==> src/rtl/core/tpt_ram.sv <==
`timescale 1ns / 1ps
module tpt_ram #(
  parameter int unsigned WIDTH = 8,
  parameter int unsigned DEPTH = 64,
  localparam int unsigned AW   = (DEPTH > 1) ? $clog2(DEPTH) : 1
) (
  input  logic             clk,
  input  logic             we,
  input  logic [AW-1:0]    waddr,
  input  logic [WIDTH-1:0] wdata,
  input  logic [AW-1:0]    raddr,
  output logic [WIDTH-1:0] rdata
);

  logic [WIDTH-1:0] mem [DEPTH];

  always_ff @(posedge clk) begin
    if (we) begin
      mem[waddr] <= wdata;
    end
    rdata <= mem[raddr];
  end

endmodule

==> config.mk <==
export PLATFORM = sky130hd
export DESIGN_NAME = tpt_ram
export DESIGN_NICKNAME = d
export VERILOG_FILES = /design/src/rtl/core/tpt_ram.sv
export SDC_FILE = /design/constraint.sdc
export NUM_CORES = 1
export LEC_CHECK = 0
export BUFFER_PORTS_ARGS = -buffer_cell sky130_fd_sc_hd__buf_2
export CAP_MARGIN = 20
export CORE_MARGIN = 2
export CORE_UTILIZATION = 52
export CTS_BUF_LIST = sky130_fd_sc_hd__clkbuf_4
export CTS_CLUSTER_SIZE = 40
export DETAILED_ROUTE_END_ITERATION = 8
export GPL_TIMING_DRIVEN = 0
export PLACE_DENSITY = 0.7
export SKIP_CTS_REPAIR_TIMING = 1
export SYNTH_ARGS = -nofsm -noshare
export SYNTH_HDL_FRONTEND = slang
export SYNTH_SLANG_ARGS = --single-unit
==> constraint.sdc <==
create_clock -name clk -period 1.85 [get_ports clk]
set_input_delay 0.2775 -clock clk [delete_from_list [all_inputs] [get_ports clk]]
set_output_delay 0.2775 -clock clk [all_outputs]
set_load 0.01 [all_outputs]
Yosys cells after proc, flatten, opt, wreduce, memory -nomap -nowiden. Memory sizes are Yosys's and may differ from the RTL's. A register that Yosys moved wholly into a read port is not among the register bits. Cells that the tools add are included.

Output and inout bits: 8. Bits in registers: 0. Logic and storage cells: 3. Memories kept: 1. Bits of input ports: 22. Bits in writable memories: 512.

Memory list: mem (words 64, width 8, read ports 1, clocked after Yosys merged registers in 1, write ports 1, line 15) `logic [WIDTH-1:0] mem [DEPTH];`.

Muxes and demuxes: 2.

Operators by type and width (count): $mux 1 (2).

Logic depth before layout (Yosys ltp).
Depth in word-level cells: 2. Depth in mapped cells: 9. Mapped depth without buffers: 5.

Worst setup path before layout. OpenSTA, ideal clock, no wires.

Path kind: input-to-reg. Start: in raddr[1]. End: reg rdata[3], read port of mem. Stages: 7. Required time: 1.722 ns. Path buffers: 3. Library setup time: 0.128 ns. Arrival: 1.817 ns. Setup slack: -0.095 ns. Cell sequence: buf_4 buf_2 buf_2 mux4_2 mux4_2 o21ai_1 o41ai_1.

RTL lines: start: declaration (line 11) `input logic [AW-1:0] raddr,`; end: declaration (line 12) `output logic [WIDTH-1:0] rdata`.

==> metrics.md <==
| Metric | Value |
|---|---|
| Req. time, crit path | `2.54 ns` |
| Via-to-Cell Ratio | `6.10` |
| Final #Nets | `1,123` |
| R2R Setup Slk | `-0.12 ns` |
| Worst Path Arrival | `2.65 ns` |
| Hpwl dp | `29.7 mm` |
| Critical path peak fanout | `1` |
| Number of I/O pins | `30` |
| Largest stage delay on the critical path | `0.57 ns` |
| #FFs+latches synth | `520` |
| Clock Path Buffers | `3` |
| Synth Instances | `940` |
| Post-Syn Nets | `962` |
| Routability cong. | `0.943` |
| Static leakage | `0.00734 uW` |
| Worst r2r src | `mem[4][1]$_DFFE_PP_` |
| Worst Hold Class | `input pin to register` |
| Max IR drop VDD | `0.000476 V` |
| Fraction of layout cells with a size suffix above 1 | `0.346` |
| Synth area leader | `edfxtp_1` |
| Fmax achieved | `509 MHz` |
| Most common cell after layout, fill and taps aside | `edfxtp_1` |
| Period utilization | `1.06` |
| Clk pin slew, worst setup/hold paths | `0.07 ns` |
| HP Start | `waddr[0]` |
| Cells along the critical path | `mux4_2 -> mux4_2 -> nor2_2 -> nor3_1 -> o2bb2ai_2` |
| Clock group share of total power | `0.396` |
| Mean post-synth cell area | `21.5 um2` |
| Worst-Skew Late Latency | `0.86 ns` |
| Fin. Hold Viols | `0` |
| Register area share after synthesis | `0.770` |
| Top cell type's share of synthesized area | `0.762` |
| WHS Endpoint | `mem[49][5]$_DFFE_PP_` |
| Synth area leaders | `edfxtp_1 (76%), mux4_2 (14%), nor2_1 (1.5%), mux2i_1 (1.1%), dfxtp_1 (0.79%)` |
| Root buffer cell | `clkbuf_4` |
| Outcome | `finished, violations left` |
| CP Capture Type | `register` |
| Combinational Power Share | `0.058` |
| Cell repeated most along the worst path | `mux4_2` |
| Initial antenna violation count | `2` |
| Netlist cell types | `40` |
| Initial DRC Count | `1,412` |
| Pin count of the biggest net entering global routing | `65` |
| Design area | `23,000 um2` |
| Most frequent cells in the layout | `edfxtp_1 (512), clkbuf_4 (183), mux4_2 (126), nor2_1 (78), buf_2 (30)` |
| Final WS setup | `-0.116 ns` |
| R2R depth | `5` |
| Pwr per Cell Area | `1040 nW/um2` |
| Chip width | `201 um` |
| Violated checks | `negative setup slack` |
| Net Sw Frac | `0.222` |
| IO Port Bufs | `21` |
| Seq pwr share | `0.546` |
| RSZ-0062 raised after global routing | `yes` |
| Total power | `23,900 uW` |
| R2R Path End | `rdata[1]$_DFF_P_` |
| Hold Path Depth | `3` |
| Max-cap violations | `0` |
| Via count | `10,500` |
| Worst path slowest cell | `mux4_2` |
| Tightest Pin Transition | `1.03 ns` |
| Post-Place Cell Area | `21,000 um2` |
| YS warnings | `0` |
| Post-route clock skew | `0.0671 ns` |
| Clk sinks | `520` |
| Cell row count | `72` |
| Die Y-Extent | `201 um` |
| Area grow syn2layout | `14.0%` |
| TritonCTS buffer count | `120` |
| DRT antenna net count | `0` |
| Vias in the first global route | `10,500` |
| Worst rel slew slack | `0.309` |
| First-pass GRT wire length | `68.3 mm` |
| First-pass DRT Iterations | `6` |
| Crit start category | `register` |
| Crit path kind | `register to register` |
| Remaining global-route overflow | `0` |
| Fin crit period | `1.97 ns` |
| CTS tree | `built` |
| Final Max Tran Viols | `0` |
| Layout fillers | `2,741` |
| Sw power | `5310 uW` |
| Core area | `38,500 um2` |
| Initial Utilization | `0.524` |
| WL/cell | `27.6 um` |
| DRT Wirelength | `47.4 mm` |
| Pre-CTS setup slack | `-1.19 ns` |
| Total GRT Usage | `0.237` |
| DRC | `0` |
| Internal power | `18,600 uW` |
| Mapped cell area | `20,200 um2` |
| Final setup fails | `8` |
| H-tree depth | `3` |
| Hold WS | `0.0767 ns` |
| Total Die Area | `40,400 um2` |
-- cell usage after synthesis --
| cell | instances |
|---|---|
| edfxtp_1 | 512 |
| mux4_2 | 126 |
| nor2_1 | 83 |
| mux2i_1 | 23 |
| nand2_1 | 19 |
| clkbuf_1 | 17 |
| nor2b_1 | 14 |
| buf_4 | 13 |
| mux2_2 | 13 |
| nand3_1 | 13 |
| buf_2 | 11 |
| dfxtp_1 | 8 |
| o221ai_1 | 8 |
| o22ai_1 | 8 |
| nand2b_1 | 7 |
| nor3_1 | 7 |
| a221oi_1 | 6 |
| a211oi_1 | 4 |
| buf_1 | 4 |
| buf_6 | 4 |
| a21oi_1 | 3 |
| a22oi_1 | 3 |
| nand3b_1 | 3 |
| o2111ai_1 | 3 |
| o2bb2ai_1 | 3 |
| a2111oi_0 | 2 |
| buf_12 | 2 |
| nand4_1 | 2 |
| nor4_1 | 2 |
| o21a_1 | 2 |
| o21ai_0 | 2 |
| o21ai_1 | 2 |
| o221a_2 | 2 |
| o32ai_1 | 2 |
| o41ai_1 | 2 |
| a31oi_1 | 1 |
| and2_1 | 1 |
| nand4b_1 | 1 |
| o311ai_1 | 1 |
| or3_1 | 1 |
-- stage by stage --
step / util / std cells / setup TNS [ns]
after floorplan: - / 940 / 0
after global placement: 0.544 / 1479 / -235.96
after detailed placement: 0.546 / 1482 / -261.45
after CTS: 0.588 / 1701 / -1.48
after global routing: 0.597 / 1717 / -0.716
final: 0.598 / 1718 / -0.615
-- worst max-delay path: cells and delay by family, from the launching register on --
kind               cells  cell delay [ns]
DFF                    1             0.37
AOI/OAI and AO/OA      1             0.17
muxes                  2             1.06
and+or+nand+nor        2             0.23
-- metal layers --
layer | up-vias | global-route usage | wire length (um)
met5 | - | 0 | 0
met4 | 0 | 0.0889 | 1180
met3 | 88 | 0.0563 | 4780
met2 | 608 | 0.375 | 23200
met1 | 5443 | 0.325 | 18300
li1 | 4343 | - | -
-- area by class of cell --
class / instances / area (um2) / share of cell area
Multi-Input combinational cell: 369 / 4460 / 0.194
Tap cell: 518 / 648 / 0.0282
Buffer: 51 / 343 / 0.0149
Antenna cell: 2 / 5.00 / 0.000218
Sequential cell: 520 / 15500 / 0.676
Clock inverter: 37 / 262 / 0.0114
Timing Repair Buffer: 39 / 368 / 0.0160
Clock buffer: 182 / 1370 / 0.0594
-- cell families (layout without fill, tap and decap cells) --
group	count (synthesis)	after routing	synth area share
compound gates	54	54	0.0207
flops	520	520	0.770
simple gates	153	153	0.0339
mux	162	162	0.159
buf+inv	51	309	0.0157
other cells	0	2	0
-- registers in the layout, summed over array words and instances (netlist names) --
register,flops
mem,512
rdata,8
-- power by group through the flow --
| stage | Combinational, uW | Clock, uW | Sequential, uW |
|---|---|---|---|
| after floorplan | 701 | 0 | 13300 |
| after global placement | 1250 | 0 | 13300 |
| after detailed placement | 1280 | 0 | 13300 |
| after CTS | 1290 | 9620 | 13100 |
| after global routing | 1460 | 10200 | 13000 |
| final | 1390 | 9480 | 13000 |
-- worst max path at each step --
stage / from / end / slack [ns]
after floorplan: raddr[0] / rdata[0]$_DFF_P_ / 0.002
after global placement: raddr[2] / rdata[7]$_DFF_P_ / -1.16
after detailed placement: raddr[2] / rdata[7]$_DFF_P_ / -1.19
after CTS: raddr[2] / rdata[7]$_DFF_P_ / -0.32
after global routing: mem[4][2]$_DFFE_PP_ / rdata[2]$_DFF_P_ / -0.14
final: mem[4][1]$_DFFE_PP_ / rdata[1]$_DFF_P_ / -0.12
(Power assumes the default switching activity.)
