--- config.mk ---
export PLATFORM = sky130hd
export DESIGN_NAME = tpt_alu
export DESIGN_NICKNAME = d
export VERILOG_FILES = /design/src/rtl/core/tpt_pkg.sv /design/src/rtl/core/tpt_alu.sv
export SDC_FILE = /design/constraint.sdc
export NUM_CORES = 2
export LEC_CHECK = 0
export ABC_AREA = 1
export BUFFER_PORTS_ARGS = -buffer_cell sky130_fd_sc_hd__buf_2
export CORE_UTILIZATION = 42
export DETAILED_ROUTE_END_ITERATION = 6
export PLACE_DENSITY = 0.64
export SYNTH_ARGS = -nofsm -noshare
export SYNTH_HDL_FRONTEND = slang
export SYNTH_SLANG_ARGS = --single-unit
--- constraint.sdc ---
create_clock -name vclk -period 15.88
set_input_delay 0.794 -clock vclk [all_inputs]
set_output_delay 0.794 -clock vclk [all_outputs]
set_load 0.02 [all_outputs]
--- src/rtl/core/tpt_pkg.sv ---
`timescale 1ns / 1ps
package tpt_pkg;

  localparam int unsigned OPC_W     = 1;
  localparam int unsigned ZOOM_W    = 5;
  localparam int unsigned COORD_W   = 22;
  localparam int unsigned PAGE_W    = 12;
  localparam int unsigned STATUS_W  = 3;
  localparam int unsigned SLOT_XY_W = 6;
  localparam int unsigned WORD_W    = 32;
  localparam int unsigned DIST_W    = 12;
  localparam int unsigned TOMB_W    = 13;
  localparam int unsigned KEY_W     = ZOOM_W + 2 * COORD_W;

  localparam logic [WORD_W-1:0] FNV_BASIS   = 32'd2166136261;
  localparam logic [WORD_W-1:0] FNV_PRIME   = 32'd16777619;
  localparam logic [WORD_W-1:0] VALUE_VALID = 32'h8000_0000;
  localparam logic [WORD_W-1:0] VALUE_TOMB  = 32'h4000_0000;
  localparam int unsigned       ZOOM_SHIFT  = 26;

  localparam logic [OPC_W-1:0] OPC_INSERT  = 1'b0;
  localparam logic [OPC_W-1:0] OPC_RELEASE = 1'b1;

  localparam logic [STATUS_W-1:0] ST_INSERTED = 3'd0;
  localparam logic [STATUS_W-1:0] ST_PRESENT  = 3'd1;
  localparam logic [STATUS_W-1:0] ST_FULL     = 3'd2;
  localparam logic [STATUS_W-1:0] ST_RELEASED = 3'd3;
  localparam logic [STATUS_W-1:0] ST_MISS     = 3'd4;

  typedef logic [1:0] alu_op_t;
  localparam alu_op_t ALU_HASH  = 2'd0;
  localparam alu_op_t ALU_MUL   = 2'd1;
  localparam alu_op_t ALU_MULHI = 2'd2;
  localparam alu_op_t ALU_SUB   = 2'd3;

  typedef struct packed {
    alu_op_t           op;
    logic [WORD_W-1:0] a;
    logic [WORD_W-1:0] b;
  } alu_cmd_t;

  typedef struct packed {
    logic [WORD_W-1:0] res;
    logic              qbit;
  } alu_rsp_t;

endpackage

--- src/rtl/core/tpt_alu.sv ---
`timescale 1ns / 1ps
module tpt_alu (
  input  tpt_pkg::alu_cmd_t cmd,
  output tpt_pkg::alu_rsp_t rsp
);

  localparam int unsigned PW = 2 * tpt_pkg::WORD_W;

  logic [tpt_pkg::WORD_W-1:0] mul_a;
  logic [tpt_pkg::WORD_W-1:0] mul_b;
  logic [PW-1:0]              prod;
  logic [tpt_pkg::WORD_W:0]   diff;
  logic                       ge;

  always_comb begin
    mul_a = cmd.a;
    mul_b = cmd.b;
    if (cmd.op == tpt_pkg::ALU_HASH) begin
      mul_a = cmd.a ^ cmd.b;
      mul_b = tpt_pkg::FNV_PRIME;
    end
    prod = PW'(mul_a) * PW'(mul_b);
    diff = {1'b0, cmd.a} - {1'b0, cmd.b};
    ge   = !diff[tpt_pkg::WORD_W];
  end

  always_comb begin
    rsp = '0;
    unique case (cmd.op)
      tpt_pkg::ALU_HASH, tpt_pkg::ALU_MUL: begin
        rsp.res = prod[tpt_pkg::WORD_W-1:0];
      end
      tpt_pkg::ALU_MULHI: begin
        rsp.res = prod[PW-1:tpt_pkg::WORD_W];
      end
      tpt_pkg::ALU_SUB: begin
        rsp.res  = ge ? diff[tpt_pkg::WORD_W-1:0] : cmd.a;
        rsp.qbit = ge;
      end
      default: begin
        rsp = '0;
      end
    endcase
  end

endmodule
### After elaboration in Yosys (flattened, before gate mapping)

Cells that the tools add are included.

* $add $sub $neg: 1
* $mul: 1
* equality and inequality tests: 3
* mux-type cells: 5
* reductions and logical operators: 3
* bitwise gates (word level): 1

Operators with widths (number)
* $mux 32: 3
* $pmux 32 s3: 1
* $mul 32x32->64: 1
* $sub 32x32->33: 1
* $xor 32x32->32: 1
* $eq 2x2->1 const B: 2
* $eq 2x1->1 const B: 1
* $logic_not 2->1: 1
* $reduce_or 2->1: 1
* $logic_not 1->1: 1
* $mux 1: 1

* register bits: 0
* input bits: 66
* output and inout port bits: 33

### Logic depth before layout (Yosys ltp)

* depth after elaboration: 4
* gate-level depth with buffers: 37
* gate-level depth less buffers: 36

### Least setup slack after synthesis

Ideal clock, no wire load.

* path type: in2out
* start: input port cmd[26] (netlist name)
* end: output port rsp[29] (netlist name)
* arrival time: 7.370 ns
* buffers on the path: 1
* path slack: 7.716 ns
* stages on the path: 29
* path through: clkbuf_1 inv_1 ha_1 inv_1 a21oi_1 nor2_1 fa_1 fa_1 inv_1 fa_1 fa_1 inv_1 fa_1 fa_1 fa_1 inv_1 fa_1 inv_1 ha_1 nand2_1 nor2_1 inv_1 nor3_1 nand2_1 nor3_1 nand2_1 nand3_1 nand3_1 nand2_1

RTL lines
* from (decl): line tpt_alu.sv:3 `input tpt_pkg::alu_cmd_t cmd,`
* to (decl): line tpt_alu.sv:4 `output tpt_pkg::alu_rsp_t rsp`

==> results.py <==
metrics = {
    "floorplan": {
        "dieHeight_um": 302,
        "core_sq_um": 88800,
        "io_pins": 99,
        "dieWidth_um": 302,
        "start_util_pct": 42.7,
        "die_area_sq_um": 91400,
        "rows": 109,
    },
    "setup_path": {
        "critPathLaunchType": "primary input",
        "cp_common_cell": "fa_1",
        "crit_type": "primary input to primary output",
        "critPathBufInv": 8,
        "setup.worst_path.end_class": "primary output",
        "cp.arrival_ns": 10.48,
        "cp_slowest_cell": "o21ai_0",
        "cp.required_ns": 15.09,
        "critPathTopFamily": "adder cells",
        "max_stage_delay_ns": 1.06,
        "path_max_fanout": 20,
    },
    "timing": {
        "fmax_mhz": 88.7,
        "fin_crit_ns": 11.28,
        "period_share_pct": 71.0,
        "rsz0062_at_grt": "no",
        "worst-slew-pin-transition_ns": 1.31,
        "timing_hold_violations_final": 0,
        "holdWs_ns": 2.26,
        "slew_violations": 0,
        "slew_headroom_pct": 12.4,
        "setup_viol": 0,
        "tns_ns": 0,
    },
    "layout": {
        "design.seq.count": 0,
        "n_clock_buffer": 0,
        "n_fill_cell": 9328,
        "layout_commonest_cell": "inv_1",
        "final_cell_mix": "inv_1 (1,400), nand2_1 (1,269), fa_1 (897)",
        "multi_input_area_sq_um": 31900,
        "area_growth_pct": 5.03,
        "finish.net_count": 6541,
        "register_area_sq_um": 0,
        "instances_no_fill": 6450,
        "layout-drive-gt1-share_pct": 4.39,
    },
    "place": {
        "place_inst": 6446,
        "hpwl_um": 144000,
        "portBuffers": 99,
        "gp_congestion": 1.05,
    },
    "detailed_routing": {
        "final_antenna_net_count": 0,
        "post-route-drc-count": 9,
        "avgViaCountPerCell": 5.41,
        "drt-pass1-iter-count": 7,
        "wire_per_inst_um": 26.3,
        "vias": 34900,
        "finalWirelength_um": 170000,
        "first_iter_violations": 3665,
    },
    "yosys": {
        "yosys.area.top_type_share_pct": 47.4,
        "yosys.area.top_type": "fa_1",
        "syn_inst": 5253,
        "syn_area_sq_um": 37900,
        "syn_avg_cell_area_sq_um": 7.21,
        "ys_types": 39,
        "synth_fp_nets": 6511,
        "yosysWarningCount": 0,
        "synth_seq_area_share_pct": 0,
        "synthTopCellsByArea": "fa_1 (47%), inv_1 (14%), nand2_1 (13%)",
    },
    "status": {
        "status": "complete, but fails checks",
        "failed_checks": "DRC",
    },
    "grt": {
        "grt_start_max_net_pins": 54,
        "antenna_found_initial": 5,
        "grt.overflow.total": 0,
        "grt_usage_pct": 38.1,
        "grt_pass1_wl_um": 247000,
        "grt_pass1_vias": 35400,
    },
    "cts": {
        "cts_setup_buffers": 0,
        "cts-hold-fix-buffers": 0,
        "cts-resized-gates": 0,
    },
    "worst_hold_path": {
        "hp-class": "primary input to primary output",
    },
    "flow_run": {
        "maxCapViolations": 0,
    },
}
routing by layer:
| metal | global-route usage, % | part of all wire (%) | wire [um] |
|---|---|---|---|
| met3 | 10.6 | 12 | 20600 |
| met5 | 0 | 0.051 | 87 |
| met4 | 19.8 | 6.8 | 11600 |
| met2 | 56.6 | 42 | 71000 |
| met1 | 50.5 | 39 | 66500 |
tightest hold or removal path: cells and delay by family:
family | cells | cell delay, ns
compound gates | 2 | 0.15
buf+inv | 2 | 0.46
simple gates | 1 | 0.07
cells in the mapped netlist:
cell type / n
clkbuf_2: 1
a21o_1: 2
buf_4: 7
o211ai_2: 1
a21oi_4: 2
buf_8: 2
o21bai_1: 9
nor2_4: 1
nor3_1: 10
nand3_1: 147
nor2_1: 771
inv_1: 1400
nand3_2: 4
nand2b_1: 1
nor4_1: 2
a21oi_1: 105
nor2_2: 20
nand3b_1: 13
or2_2: 7
nand2_1: 1269
and2_1: 3
xor2_1: 10
buf_1: 6
o211ai_1: 9
o21ai_1: 4
nand2_4: 2
a21boi_0: 1
buf_2: 25
nand2_2: 6
ha_1: 295
a21oi_2: 7
fa_1: 897
clkbuf_1: 100
buf_6: 2
inv_2: 5
o21ai_0: 58
nand4_1: 15
clkinv_1: 24
xnor2_1: 10
area by class of cell:
type / count / area share (%)
Multi-Input combinational cell: 3681 / 80.2
Inverter: 1429 / 13.5
Tap cell: 1165 / 3.66
Timing Repair Buffer: 171 / 2.61
Antenna cell: 4 / 0.0252
through the flow:
step                      instance area [sq um]  worst slack (ns)  util (%)
after floorplan                           37900              7.72         -
after global placement                    39800              4.29      44.8
after detailed placement                  39800              4.79      44.8
after CTS                                 39800              4.74      44.8
after global routing                      39800              4.46      44.8
final                                     39800              4.60      44.8
logic make-up (layout without fill, tap and decap cells):
| group | count (synthesis) | count (layout) | share of synthesized area (%) |
|---|---|---|---|
| AOI/OAI and AO/OA | 198 | 198 | 2.90 |
| xor gates and xnor gates | 20 | 20 | 0.462 |
| adders and majority gates | 1192 | 1192 | 57.2 |
| buffers and inverters | 1572 | 1600 | 15.8 |
| other | 0 | 4 | 0 |
| and+or+nand+nor | 2271 | 2271 | 23.6 |
worst paths after layout:
path,startpoint,endpoint,slack [ns],cells after the start
worst min-delay path,cmd[65],rsp[10],2.26,5
worst max-delay path,cmd[65],rsp[30],4.60,29
Power is left out: the tool's default activity adds up to more than one toggle a clock period on the data nets, which glitch-free logic cannot reach.
